`src/hdl/assert_macros.svh`:
```
// Assertion helpers for the checks in the top-level design file.
`ifndef ASSERT_MACROS_SVH
`define ASSERT_MACROS_SVH

// The consequent must hold in the same cycle as the antecedent.
`define ASSERT_SAME(lbl, clk, rst_n, ante, cons) \
    lbl: assert property (@(posedge clk) disable iff (!rst_n) (ante) |-> (cons)) \
        else $error("assertion failed");

// The consequent must hold in the cycle after the antecedent.
`define ASSERT_NEXT(lbl, clk, rst_n, ante, cons) \
    lbl: assert property (@(posedge clk) disable iff (!rst_n) (ante) |=> (cons)) \
        else $error("assertion failed");

// The expression must hold in every cycle out of reset.
`define ASSERT_ALWAYS(lbl, clk, rst_n, expr) \
    lbl: assert property (@(posedge clk) disable iff (!rst_n) (expr)) \
        else $error("assertion failed");

`endif

```
`src/hdl/anh_pkg.sv`:
```
`timescale 1ns / 1ps

package anh_pkg;

    localparam int CHANNELS        = 8;
    localparam int CH_W            = 3;
    localparam int CH_IDX_W        = (CHANNELS > 1) ? $clog2(CHANNELS) : 1;
    localparam int SAMPLE_W        = 16;
    localparam int PCT_W           = 7;
    localparam int MUL_W           = 2 * SAMPLE_W;
    localparam int PROD_W          = SAMPLE_W + PCT_W;
    localparam int DIV_STEPS       = SAMPLE_W;
    localparam int CNT_W           = $clog2(DIV_STEPS);

    localparam logic [SAMPLE_W-1:0] RANGE_MAX_START = 16'd0;
    localparam logic [SAMPLE_W-1:0] RANGE_MIN_START = 16'd65535;
    localparam logic [SAMPLE_W-1:0] FULL_SCALE_RST  = 16'd1000;
    localparam logic [PCT_W-1:0]    UPPER_PCT_RST   = 7'd20;
    localparam logic [PCT_W-1:0]    LOWER_PCT_RST   = 7'd20;
    localparam logic [PCT_W-1:0]    PCT_FULL        = 7'd100;

    localparam int CFG_ADDR_W = 2;
    localparam int CFG_DATA_W = SAMPLE_W;

    localparam logic [CFG_ADDR_W-1:0] CFG_FULL_SCALE = 2'd0;
    localparam logic [CFG_ADDR_W-1:0] CFG_UPPER_PCT  = 2'd1;
    localparam logic [CFG_ADDR_W-1:0] CFG_LOWER_PCT  = 2'd2;

    localparam int IN_TDATA_W  = 16;
    localparam int OUT_TDATA_W = 24;
    localparam int TUSER_W     = CH_W;

    typedef enum logic [2:0] {
        ST_IDLE,
        ST_RANGE,
        ST_MULT,
        ST_DIV,
        ST_THRESH,
        ST_DECIDE
    } t_state;

    typedef struct packed {
        logic load_in;
        logic range_upd;
        logic mult_load;
        logic div_step;
        logic thresh;
        logic result_load;
    } t_cmd;

    typedef struct packed {
        logic div_last;
    } t_sts;

    function automatic logic [PCT_W-1:0] sat_pct(input logic [PCT_W-1:0] p);
        return (p > PCT_FULL) ? PCT_FULL : p;
    endfunction

endpackage

```
`src/hdl/autorange_normalise_hysteresis.sv`:
```
// A request is taken only in idle, then passes the range, multiply, divide, threshold
// and decide states, with a 16-step radix-2 divider; decide stalls on a full output.
// The next request is taken while a finished result still waits in the output register.
// Reset is synchronous and active low; it restores the configuration registers to their
// defaults, the tracked ranges to their start values and every flag to black at once.
`timescale 1ns / 1ps

`include "assert_macros.svh"

module autorange_normalise_hysteresis import anh_pkg::*; (
    input  logic                   i_clk,
    input  logic                   i_rst_n,
    input  logic                   i_cfg_we,
    input  logic [CFG_ADDR_W-1:0]  i_cfg_addr,
    input  logic [CFG_DATA_W-1:0]  i_cfg_wdata,
    input  logic                   s_axis_tvalid,
    output logic                   s_axis_tready,
    // Fields from bit 0: raw_sample[15:0].
    input  logic [IN_TDATA_W-1:0]  s_axis_tdata,
    // Fields from bit 0: channel[2:0].
    input  logic [TUSER_W-1:0]     s_axis_tuser,
    output logic                   m_axis_tvalid,
    input  logic                   m_axis_tready,
    // Fields from bit 0: normalised[15:0], is_white[16], zero fill[23:17].
    output logic [OUT_TDATA_W-1:0] m_axis_tdata,
    // Fields from bit 0: out_channel[2:0].
    output logic [TUSER_W-1:0]     m_axis_tuser
);

    t_cmd                w_cmd;
    t_sts                w_sts;
    logic [CH_W-1:0]     w_out_channel;
    logic [SAMPLE_W-1:0] w_normalised;
    logic                w_is_white;

    anh_ctrl u_ctrl (
        .i_clk       (i_clk),
        .i_rst_n     (i_rst_n),
        .i_in_valid  (s_axis_tvalid),
        .o_in_ready  (s_axis_tready),
        .i_out_ready (m_axis_tready),
        .o_out_valid (m_axis_tvalid),
        .i_sts       (w_sts),
        .o_cmd       (w_cmd)
    );

    anh_dp u_dp (
        .i_clk         (i_clk),
        .i_rst_n       (i_rst_n),
        .i_cfg_we      (i_cfg_we),
        .i_cfg_addr    (i_cfg_addr),
        .i_cfg_wdata   (i_cfg_wdata),
        .i_channel     (s_axis_tuser),
        .i_raw_sample  (s_axis_tdata[SAMPLE_W-1:0]),
        .i_cmd         (w_cmd),
        .o_sts         (w_sts),
        .o_out_channel (w_out_channel),
        .o_normalised  (w_normalised),
        .o_is_white    (w_is_white)
    );

    assign m_axis_tdata = {(OUT_TDATA_W - SAMPLE_W - 1)'(0), w_is_white, w_normalised};
    assign m_axis_tuser = w_out_channel;

    `ASSERT_NEXT(a_busy_after_accept, i_clk, i_rst_n, s_axis_tvalid && s_axis_tready, !s_axis_tready)
    `ASSERT_SAME(a_valid_from_load, i_clk, i_rst_n, $rose(m_axis_tvalid), $past(w_cmd.result_load))
    `ASSERT_ALWAYS(a_one_step, i_clk, i_rst_n, $onehot0({w_cmd.range_upd, w_cmd.mult_load, w_cmd.div_step, w_cmd.thresh, w_cmd.result_load}))

endmodule

```
`src/hdl/anh_ctrl.sv`:
```
`timescale 1ns / 1ps

module anh_ctrl import anh_pkg::*; (
    input  logic i_clk,
    input  logic i_rst_n,
    input  logic i_in_valid,
    output logic o_in_ready,
    input  logic i_out_ready,
    output logic o_out_valid,
    input  t_sts i_sts,
    output t_cmd o_cmd
);

    t_state r_state;
    t_state n_state;
    logic   r_out_valid;
    logic   n_out_valid;
    logic   w_slot_free;

    assign w_slot_free = !r_out_valid || i_out_ready;

    always_comb begin
        n_state = r_state;
        case (r_state)
            ST_IDLE: begin
                if (i_in_valid) begin
                    n_state = ST_RANGE;
                end
            end
            ST_RANGE:  n_state = ST_MULT;
            ST_MULT:   n_state = ST_DIV;
            ST_DIV: begin
                if (i_sts.div_last) begin
                    n_state = ST_THRESH;
                end
            end
            ST_THRESH: n_state = ST_DECIDE;
            ST_DECIDE: begin
                if (w_slot_free) begin
                    n_state = ST_IDLE;
                end
            end
            default:   n_state = ST_IDLE;
        endcase
    end

    always_comb begin
        o_cmd      = '0;
        o_in_ready = 1'b0;
        case (r_state)
            ST_IDLE: begin
                o_in_ready    = 1'b1;
                o_cmd.load_in = i_in_valid;
            end
            ST_RANGE:  o_cmd.range_upd = 1'b1;
            ST_MULT:   o_cmd.mult_load = 1'b1;
            ST_DIV:    o_cmd.div_step  = 1'b1;
            ST_THRESH: o_cmd.thresh    = 1'b1;
            ST_DECIDE: o_cmd.result_load = w_slot_free;
            default:   o_cmd = '0;
        endcase
    end

    always_comb begin
        n_out_valid = r_out_valid;
        if (o_cmd.result_load) begin
            n_out_valid = 1'b1;
        end else if (i_out_ready) begin
            n_out_valid = 1'b0;
        end
    end

    always_ff @(posedge i_clk) begin
        if (!i_rst_n) begin
            r_state     <= ST_IDLE;
            r_out_valid <= 1'b0;
        end else begin
            r_state     <= n_state;
            r_out_valid <= n_out_valid;
        end
    end

    assign o_out_valid = r_out_valid;

endmodule

```
`src/hdl/anh_dp.sv`:
```
`timescale 1ns / 1ps

module anh_dp import anh_pkg::*; (
    input  logic                  i_clk,
    input  logic                  i_rst_n,
    input  logic                  i_cfg_we,
    input  logic [CFG_ADDR_W-1:0] i_cfg_addr,
    input  logic [CFG_DATA_W-1:0] i_cfg_wdata,
    input  logic [CH_W-1:0]       i_channel,
    input  logic [SAMPLE_W-1:0]   i_raw_sample,
    input  t_cmd                  i_cmd,
    output t_sts                  o_sts,
    output logic [CH_W-1:0]       o_out_channel,
    output logic [SAMPLE_W-1:0]   o_normalised,
    output logic                  o_is_white
);

    logic [SAMPLE_W-1:0] r_full_scale;
    logic [PCT_W-1:0]    r_upper_pct;
    logic [PCT_W-1:0]    r_lower_pct;

    logic [SAMPLE_W-1:0] r_range_high [CHANNELS];
    logic [SAMPLE_W-1:0] r_range_low  [CHANNELS];
    logic [CHANNELS-1:0] r_white;

    logic [CH_W-1:0]     r_ch;
    logic [SAMPLE_W-1:0] r_raw;
    logic [SAMPLE_W-1:0] r_num;
    logic [SAMPLE_W-1:0] r_den;
    logic                r_flat;
    logic [SAMPLE_W:0]   r_rem;
    logic [SAMPLE_W-1:0] r_quo;
    logic [CNT_W-1:0]    r_cnt;
    logic [SAMPLE_W-1:0] r_norm;
    logic [PROD_W-1:0]   r_lhs;
    logic [PROD_W-1:0]   r_up_rhs;
    logic [PROD_W-1:0]   r_dn_rhs;
    logic [CH_W-1:0]     r_out_ch;
    logic [SAMPLE_W-1:0] r_out_norm;
    logic                r_out_white;

    logic [CH_IDX_W-1:0] w_idx;
    logic                w_in_range;
    logic [SAMPLE_W-1:0] w_hi_cur;
    logic [SAMPLE_W-1:0] w_lo_cur;
    logic [SAMPLE_W-1:0] w_hi_new;
    logic [SAMPLE_W-1:0] w_lo_new;
    logic [MUL_W-1:0]    w_prod;
    logic [SAMPLE_W:0]   w_rem_sh;
    logic                w_rem_ge;
    logic [SAMPLE_W:0]   w_rem_nx;
    logic [SAMPLE_W-1:0] w_norm;
    logic [PCT_W-1:0]    w_up;
    logic [PCT_W-1:0]    w_dn;
    logic                w_white;

    assign w_idx      = r_ch[CH_IDX_W-1:0];
    assign w_in_range = (32'(r_ch) < CHANNELS);
    assign w_hi_cur   = r_range_high[w_idx];
    assign w_lo_cur   = r_range_low[w_idx];
    assign w_hi_new   = (r_raw >= w_hi_cur) ? r_raw : w_hi_cur;
    assign w_lo_new   = (r_raw <= w_lo_cur) ? r_raw : w_lo_cur;

    assign w_prod     = MUL_W'(r_num) * MUL_W'(r_full_scale);

    assign w_rem_sh   = {r_rem[SAMPLE_W-1:0], r_quo[SAMPLE_W-1]};
    assign w_rem_ge   = (w_rem_sh >= {1'b0, r_den});
    assign w_rem_nx   = w_rem_ge ? (w_rem_sh - {1'b0, r_den}) : w_rem_sh;

    assign w_norm     = (r_flat || !w_in_range) ? '0 : r_quo;
    assign w_up       = sat_pct(r_upper_pct);
    assign w_dn       = sat_pct(r_lower_pct);

    always_comb begin
        if (!w_in_range) begin
            w_white = 1'b0;
        end else if (r_lhs >= r_up_rhs) begin
            w_white = 1'b1;
        end else if (r_lhs <= r_dn_rhs) begin
            w_white = 1'b0;
        end else begin
            w_white = r_white[w_idx];
        end
    end

    always_ff @(posedge i_clk) begin
        if (!i_rst_n) begin
            r_full_scale <= FULL_SCALE_RST;
            r_upper_pct  <= UPPER_PCT_RST;
            r_lower_pct  <= LOWER_PCT_RST;
        end else if (i_cfg_we) begin
            case (i_cfg_addr)
                CFG_FULL_SCALE: r_full_scale <= i_cfg_wdata;
                CFG_UPPER_PCT:  r_upper_pct  <= i_cfg_wdata[PCT_W-1:0];
                CFG_LOWER_PCT:  r_lower_pct  <= i_cfg_wdata[PCT_W-1:0];
                default: ;
            endcase
        end
    end

    always_ff @(posedge i_clk) begin
        if (!i_rst_n) begin
            for (int i = 0; i < CHANNELS; i++) begin
                r_range_high[i] <= RANGE_MAX_START;
                r_range_low[i]  <= RANGE_MIN_START;
            end
            r_white <= '0;
        end else begin
            if (i_cmd.range_upd && w_in_range) begin
                r_range_high[w_idx] <= w_hi_new;
                r_range_low[w_idx]  <= w_lo_new;
            end
            if (i_cmd.result_load && w_in_range) begin
                r_white[w_idx] <= w_white;
            end
        end
    end

    always_ff @(posedge i_clk) begin
        if (!i_rst_n) begin
            r_cnt <= '0;
        end else if (i_cmd.mult_load) begin
            r_cnt <= '0;
        end else if (i_cmd.div_step) begin
            r_cnt <= r_cnt + 1'b1;
        end
    end

    always_ff @(posedge i_clk) begin
        if (i_cmd.load_in) begin
            r_ch  <= i_channel;
            r_raw <= i_raw_sample;
        end
        if (i_cmd.range_upd) begin
            r_num  <= r_raw - w_lo_new;
            r_den  <= w_hi_new - w_lo_new;
            r_flat <= (w_hi_new == w_lo_new);
        end
        if (i_cmd.mult_load) begin
            r_rem <= {1'b0, w_prod[MUL_W-1:SAMPLE_W]};
            r_quo <= w_prod[SAMPLE_W-1:0];
        end else if (i_cmd.div_step) begin
            r_rem <= w_rem_nx;
            r_quo <= {r_quo[SAMPLE_W-2:0], w_rem_ge};
        end
        if (i_cmd.thresh) begin
            r_norm   <= w_norm;
            r_lhs    <= PROD_W'(w_norm) * PROD_W'(PCT_FULL);
            r_up_rhs <= PROD_W'(r_full_scale) * PROD_W'(PCT_FULL - w_up);
            r_dn_rhs <= PROD_W'(r_full_scale) * PROD_W'(w_dn);
        end
        if (i_cmd.result_load) begin
            r_out_ch    <= r_ch;
            r_out_norm  <= r_norm;
            r_out_white <= w_white;
        end
    end

    assign o_sts.div_last = (r_cnt == CNT_W'(DIV_STEPS - 1));
    assign o_out_channel  = r_out_ch;
    assign o_normalised   = r_out_norm;
    assign o_is_white     = r_out_white;

endmodule

```
`config.mk`:
```
export PLATFORM = sky130hd
export DESIGN_NAME = autorange_normalise_hysteresis
export DESIGN_NICKNAME = d
export VERILOG_FILES = /design/src/hdl/anh_pkg.sv /design/src/hdl/autorange_normalise_hysteresis.sv /design/src/hdl/anh_ctrl.sv /design/src/hdl/anh_dp.sv
export VERILOG_INCLUDE_DIRS = /design/src /design/src/hdl
export SDC_FILE = /design/constraint.sdc
export NUM_CORES = 2
export LEC_CHECK = 0
export ABC_AREA = 1
export BUFFER_PORTS_ARGS = -buffer_cell sky130_fd_sc_hd__buf_2
export CAP_MARGIN = 20
export CORE_MARGIN = 2
export CORE_UTILIZATION = 35
export CTS_BUF_LIST = sky130_fd_sc_hd__clkbuf_8
export DETAILED_ROUTE_END_ITERATION = 12
export GPL_TIMING_DRIVEN = 1
export PLACE_DENSITY = 0.47
export SYNTH_ARGS = -nofsm -noshare
export SYNTH_HDL_FRONTEND = slang
export SYNTH_SLANG_ARGS = --single-unit
```
`constraint.sdc`:
```
create_clock -name i_clk -period 15.9 [get_ports i_clk]
set_clock_uncertainty 0.15 [all_clocks]
set_input_delay 3.18 -clock i_clk [delete_from_list [all_inputs] [get_ports i_clk]]
set_output_delay 3.18 -clock i_clk [all_outputs]
set_load 0.02 [all_outputs]
```
==> impl_metrics.env <==
export IMPL_status="completed"
export IMPL_rr_worst_depth=30
export IMPL_grt_pass1_wl_mm=203
export IMPL_dr_pass1_iters=6
export IMPL_synth_cells=4965
export IMPL_clkSinkCount=489
export IMPL_drc=0
export IMPL_cts_root_buf="clkbuf_8"
export IMPL_area_growth_pct=8.83
export IMPL_max_cap_violations=0
export IMPL_setup_worst_path_start="u_dp.r_upper_pct[0]"
export IMPL_placementRows=129
export IMPL_yosysUniqueCellTypes=54
export IMPL_num_fill_cells=12800
export IMPL_synth_compound_area_share_pct=8.70
export IMPL_worst_r2r_setup_slack_ns=8.53
export IMPL_yosys_warnings=0
export IMPL_worst_slack_ns=8.53
export IMPL_period_share_pct=46.3
export IMPL_synth_simple_area_share_pct=16.9
export IMPL_multiInputGateArea_um2=25500
export IMPL_die_height_um=358
export IMPL_clk_pin_slew_ns=0.06
export IMPL_grt_util_all_layers_pct=20.8
export IMPL_regArea_um2=14200
export IMPL_synthArstFlopShare_pct=0
export IMPL_cts_resized=0
export IMPL_rsz0062_at_grt="no"
export IMPL_vias=32900
export IMPL_setup_viol=0
export IMPL_drt_wl_total_mm=129
export IMPL_grt_pass1_vias=34300
export IMPL_grt_overflow_total=0
export IMPL_crit_buf_inv=5
export IMPL_crit_end="u_dp.r_up_rhs[16]"
export IMPL_path_common_cell="nand2_1"
export IMPL_htreeDepth=3
export IMPL_r2r_end="u_dp.r_up_rhs[16]"
export IMPL_fin_area_um2=47700
export IMPL_max_stage_delay_ns=0.54
export IMPL_drive_gt1_share_pct=7.39
export IMPL_grt_max_degree=69
export IMPL_worstReg2RegStart="u_dp.r_upper_pct[0]"
export IMPL_fin_nets=5875
export IMPL_routedWlPerCell_um=19.1
export IMPL_avgViaCountPerCell=4.87
export IMPL_cp_end_kind="register"
export IMPL_tightestPinTransition_ns=1.12
export IMPL_clkLatencyLatePin_ns=0.82
export IMPL_cts_made_buffers=89
export IMPL_hold_viol=0
export IMPL_holdBufCountCts=0
export IMPL_cts_tree="done"
export IMPL_start_kind="register"
export IMPL_whs_ns=0.262
export IMPL_syn_area_um2=43800
export IMPL_yosys_top_cells_area="edfxtp_1 (30%), fa_1 (19%), ha_1 (11%)"
export IMPL_synth_top_area_share_pct=30.2
export IMPL_dp_final_hpwl_mm=95.4
export IMPL_dp_slack_ns=8.64
export IMPL_synth_top_cell_by_area="edfxtp_1"
export IMPL_synthAdderAreaFrac_pct=29.8
export IMPL_slowest_stage="fa_1"
export IMPL_synth_main_ff_cell="edfxtp_1"
export IMPL_worstSetupPathType="reg2reg"
export IMPL_core_area_um2=124000
export IMPL_ant_nets=0
export IMPL_critPathTopFamily="adder cells"
export IMPL_synthXorXnorAreaFrac_pct=2.46
export IMPL_synth_edff_count=440
export IMPL_layout_common_cells="nand2_1 (1065), inv_1 (886), nor2_1 (501)"
export IMPL_setup_tns_ns=0
export IMPL_ios=71
export IMPL_ys_ff_latch=489
export IMPL_io_buffer_count=63
export IMPL_finalMaxSlewViolations=0
export IMPL_synth_area_mux_share_pct=0
export IMPL_hold_path_class="reg2reg"
export IMPL_finalCriticalPeriod_ns=7.37
export IMPL_slew_headroom_pct=25.1
export IMPL_required_ns=16.24
export IMPL_postCtsSetupBuffers=0
export IMPL_die_area_um2=128000
export IMPL_globalplace_congestion=0.872
export IMPL_placed_area_um2=46000
export IMPL_clk_path_buf_depth=3
export IMPL_final_common_cell="nand2_1"
export IMPL_dr_first_iter_drc_count=2017
export IMPL_crit_arrival_ns=7.70
export IMPL_syn_avg_cell_area_um2=8.82
export IMPL_start_util_pct=35.3
export IMPL_die_x_um=358
export IMPL_fmax_mhz=136
export IMPL_cp_num_cells=30
export IMPL_yosysSeqAreaShare_pct=32.4
export IMPL_critPathMaxFanout=14
export IMPL_synth_top_family_by_area="adder cells"
export IMPL_antenna_found_initial=4
## cells in the mapped netlist (all sizes together) (18+ instances only)
| cell type | instances |
|---|---|
| nand3 | 139 |
| nor3 | 25 |
| fa | 416 |
| xnor2 | 54 |
| edfxtp | 440 |
| buf | 42 |
| o22ai | 51 |
| a21oi | 187 |
| o21ai | 307 |
| inv | 897 |
| nand2 | 1086 |
| nand4 | 36 |
| nor2 | 521 |
| xor2 | 69 |
| dfxtp | 49 |
| ha | 377 |
| clkbuf | 145 |
| a21o | 18 |
## per-layer routing
| layer | GRT usage, % | vias to the layer above | wire length, um |
|---|---|---|---|
| met5 | 0 | - | 7 |
| met4 | 5.41 | 2 | 3160 |
| met3 | 2.85 | 180 | 4700 |
| met2 | 37.1 | 637 | 64500 |
| met1 | 26.3 | 16200 | 56800 |
| li1 | - | 15900 | - |
## through the flow
step	utilization [%]	instances
2_1_floorplan	-	5012
5_1_grt	38.4	6752
3_3_place_gp	37.1	6586
6_report	38.4	6752
4_1_cts	38.4	6750
3_5_place_dp	37.1	6586
## registers in the layout (all words and copies together) (netlist names), 18 cells and up, named ones only
| signal | flops |
|---|---|
| u_dp.r_lhs | 18 |
| u_dp.r_range_low | 128 |
| u_dp.r_dn_rhs | 23 |
| u_dp.r_up_rhs | 23 |
| u_dp.r_range_high | 128 |
## how the worst min path moves through the flow
stage / from / endpoint / slack [ns] / cells after the start
final: u_dp.r_norm[10] / u_dp.o_normalised[10] / 0.26 / 0
after global routing: u_dp.r_norm[9] / u_dp.o_normalised[9] / 0.28 / 0
after CTS: u_dp.r_norm[6] / u_dp.o_normalised[6] / 0.27 / 0
after detailed placement: u_dp.r_norm[6] / u_dp.o_normalised[6] / 0.25 / 0
after global placement: u_dp.r_norm[13] / u_dp.o_normalised[13] / 0.25 / 0
after floorplan: u_dp.r_norm[10] / u_dp.o_normalised[10] / 0.25 / 0
## worst register-to-register path, delay by kind of cell (launching register included)
kind                       cells  cell delay [ns]
xor gates and xnor gates       1             0.09
DFF                            1             0.32
buffers and inverters          5             0.45
adders and majority gates      8             3.64
and+or+nand+nor               14             1.94
AOI/OAI and AO/OA              2             0.42
## logic make-up (layout without fill, tap and decap cells)
kind of cell / count (synthesis) / after routing
and+or+nand+nor: 1829 / 1829
buffers and inverters: 1090 / 1191
adders and majority gates: 793 / 793
AOI/OAI and AO/OA: 639 / 639
DFF: 489 / 489
xor gates and xnor gates: 123 / 123
other: 2 / 51
## area by class of cell
cell class	instances	area share (%)
diodes	2	0.0105
clock buffers	89	2.57
clock inverters	75	0.951
inverters	903	7.13
multi-input cells	3433	53.6
flip-flops and latches	489	29.8
well taps	1637	4.30
repair buffers	124	1.62
Power is not shown: default switching activity piles up to over one toggle a cycle in this logic, so the estimate is an artifact.
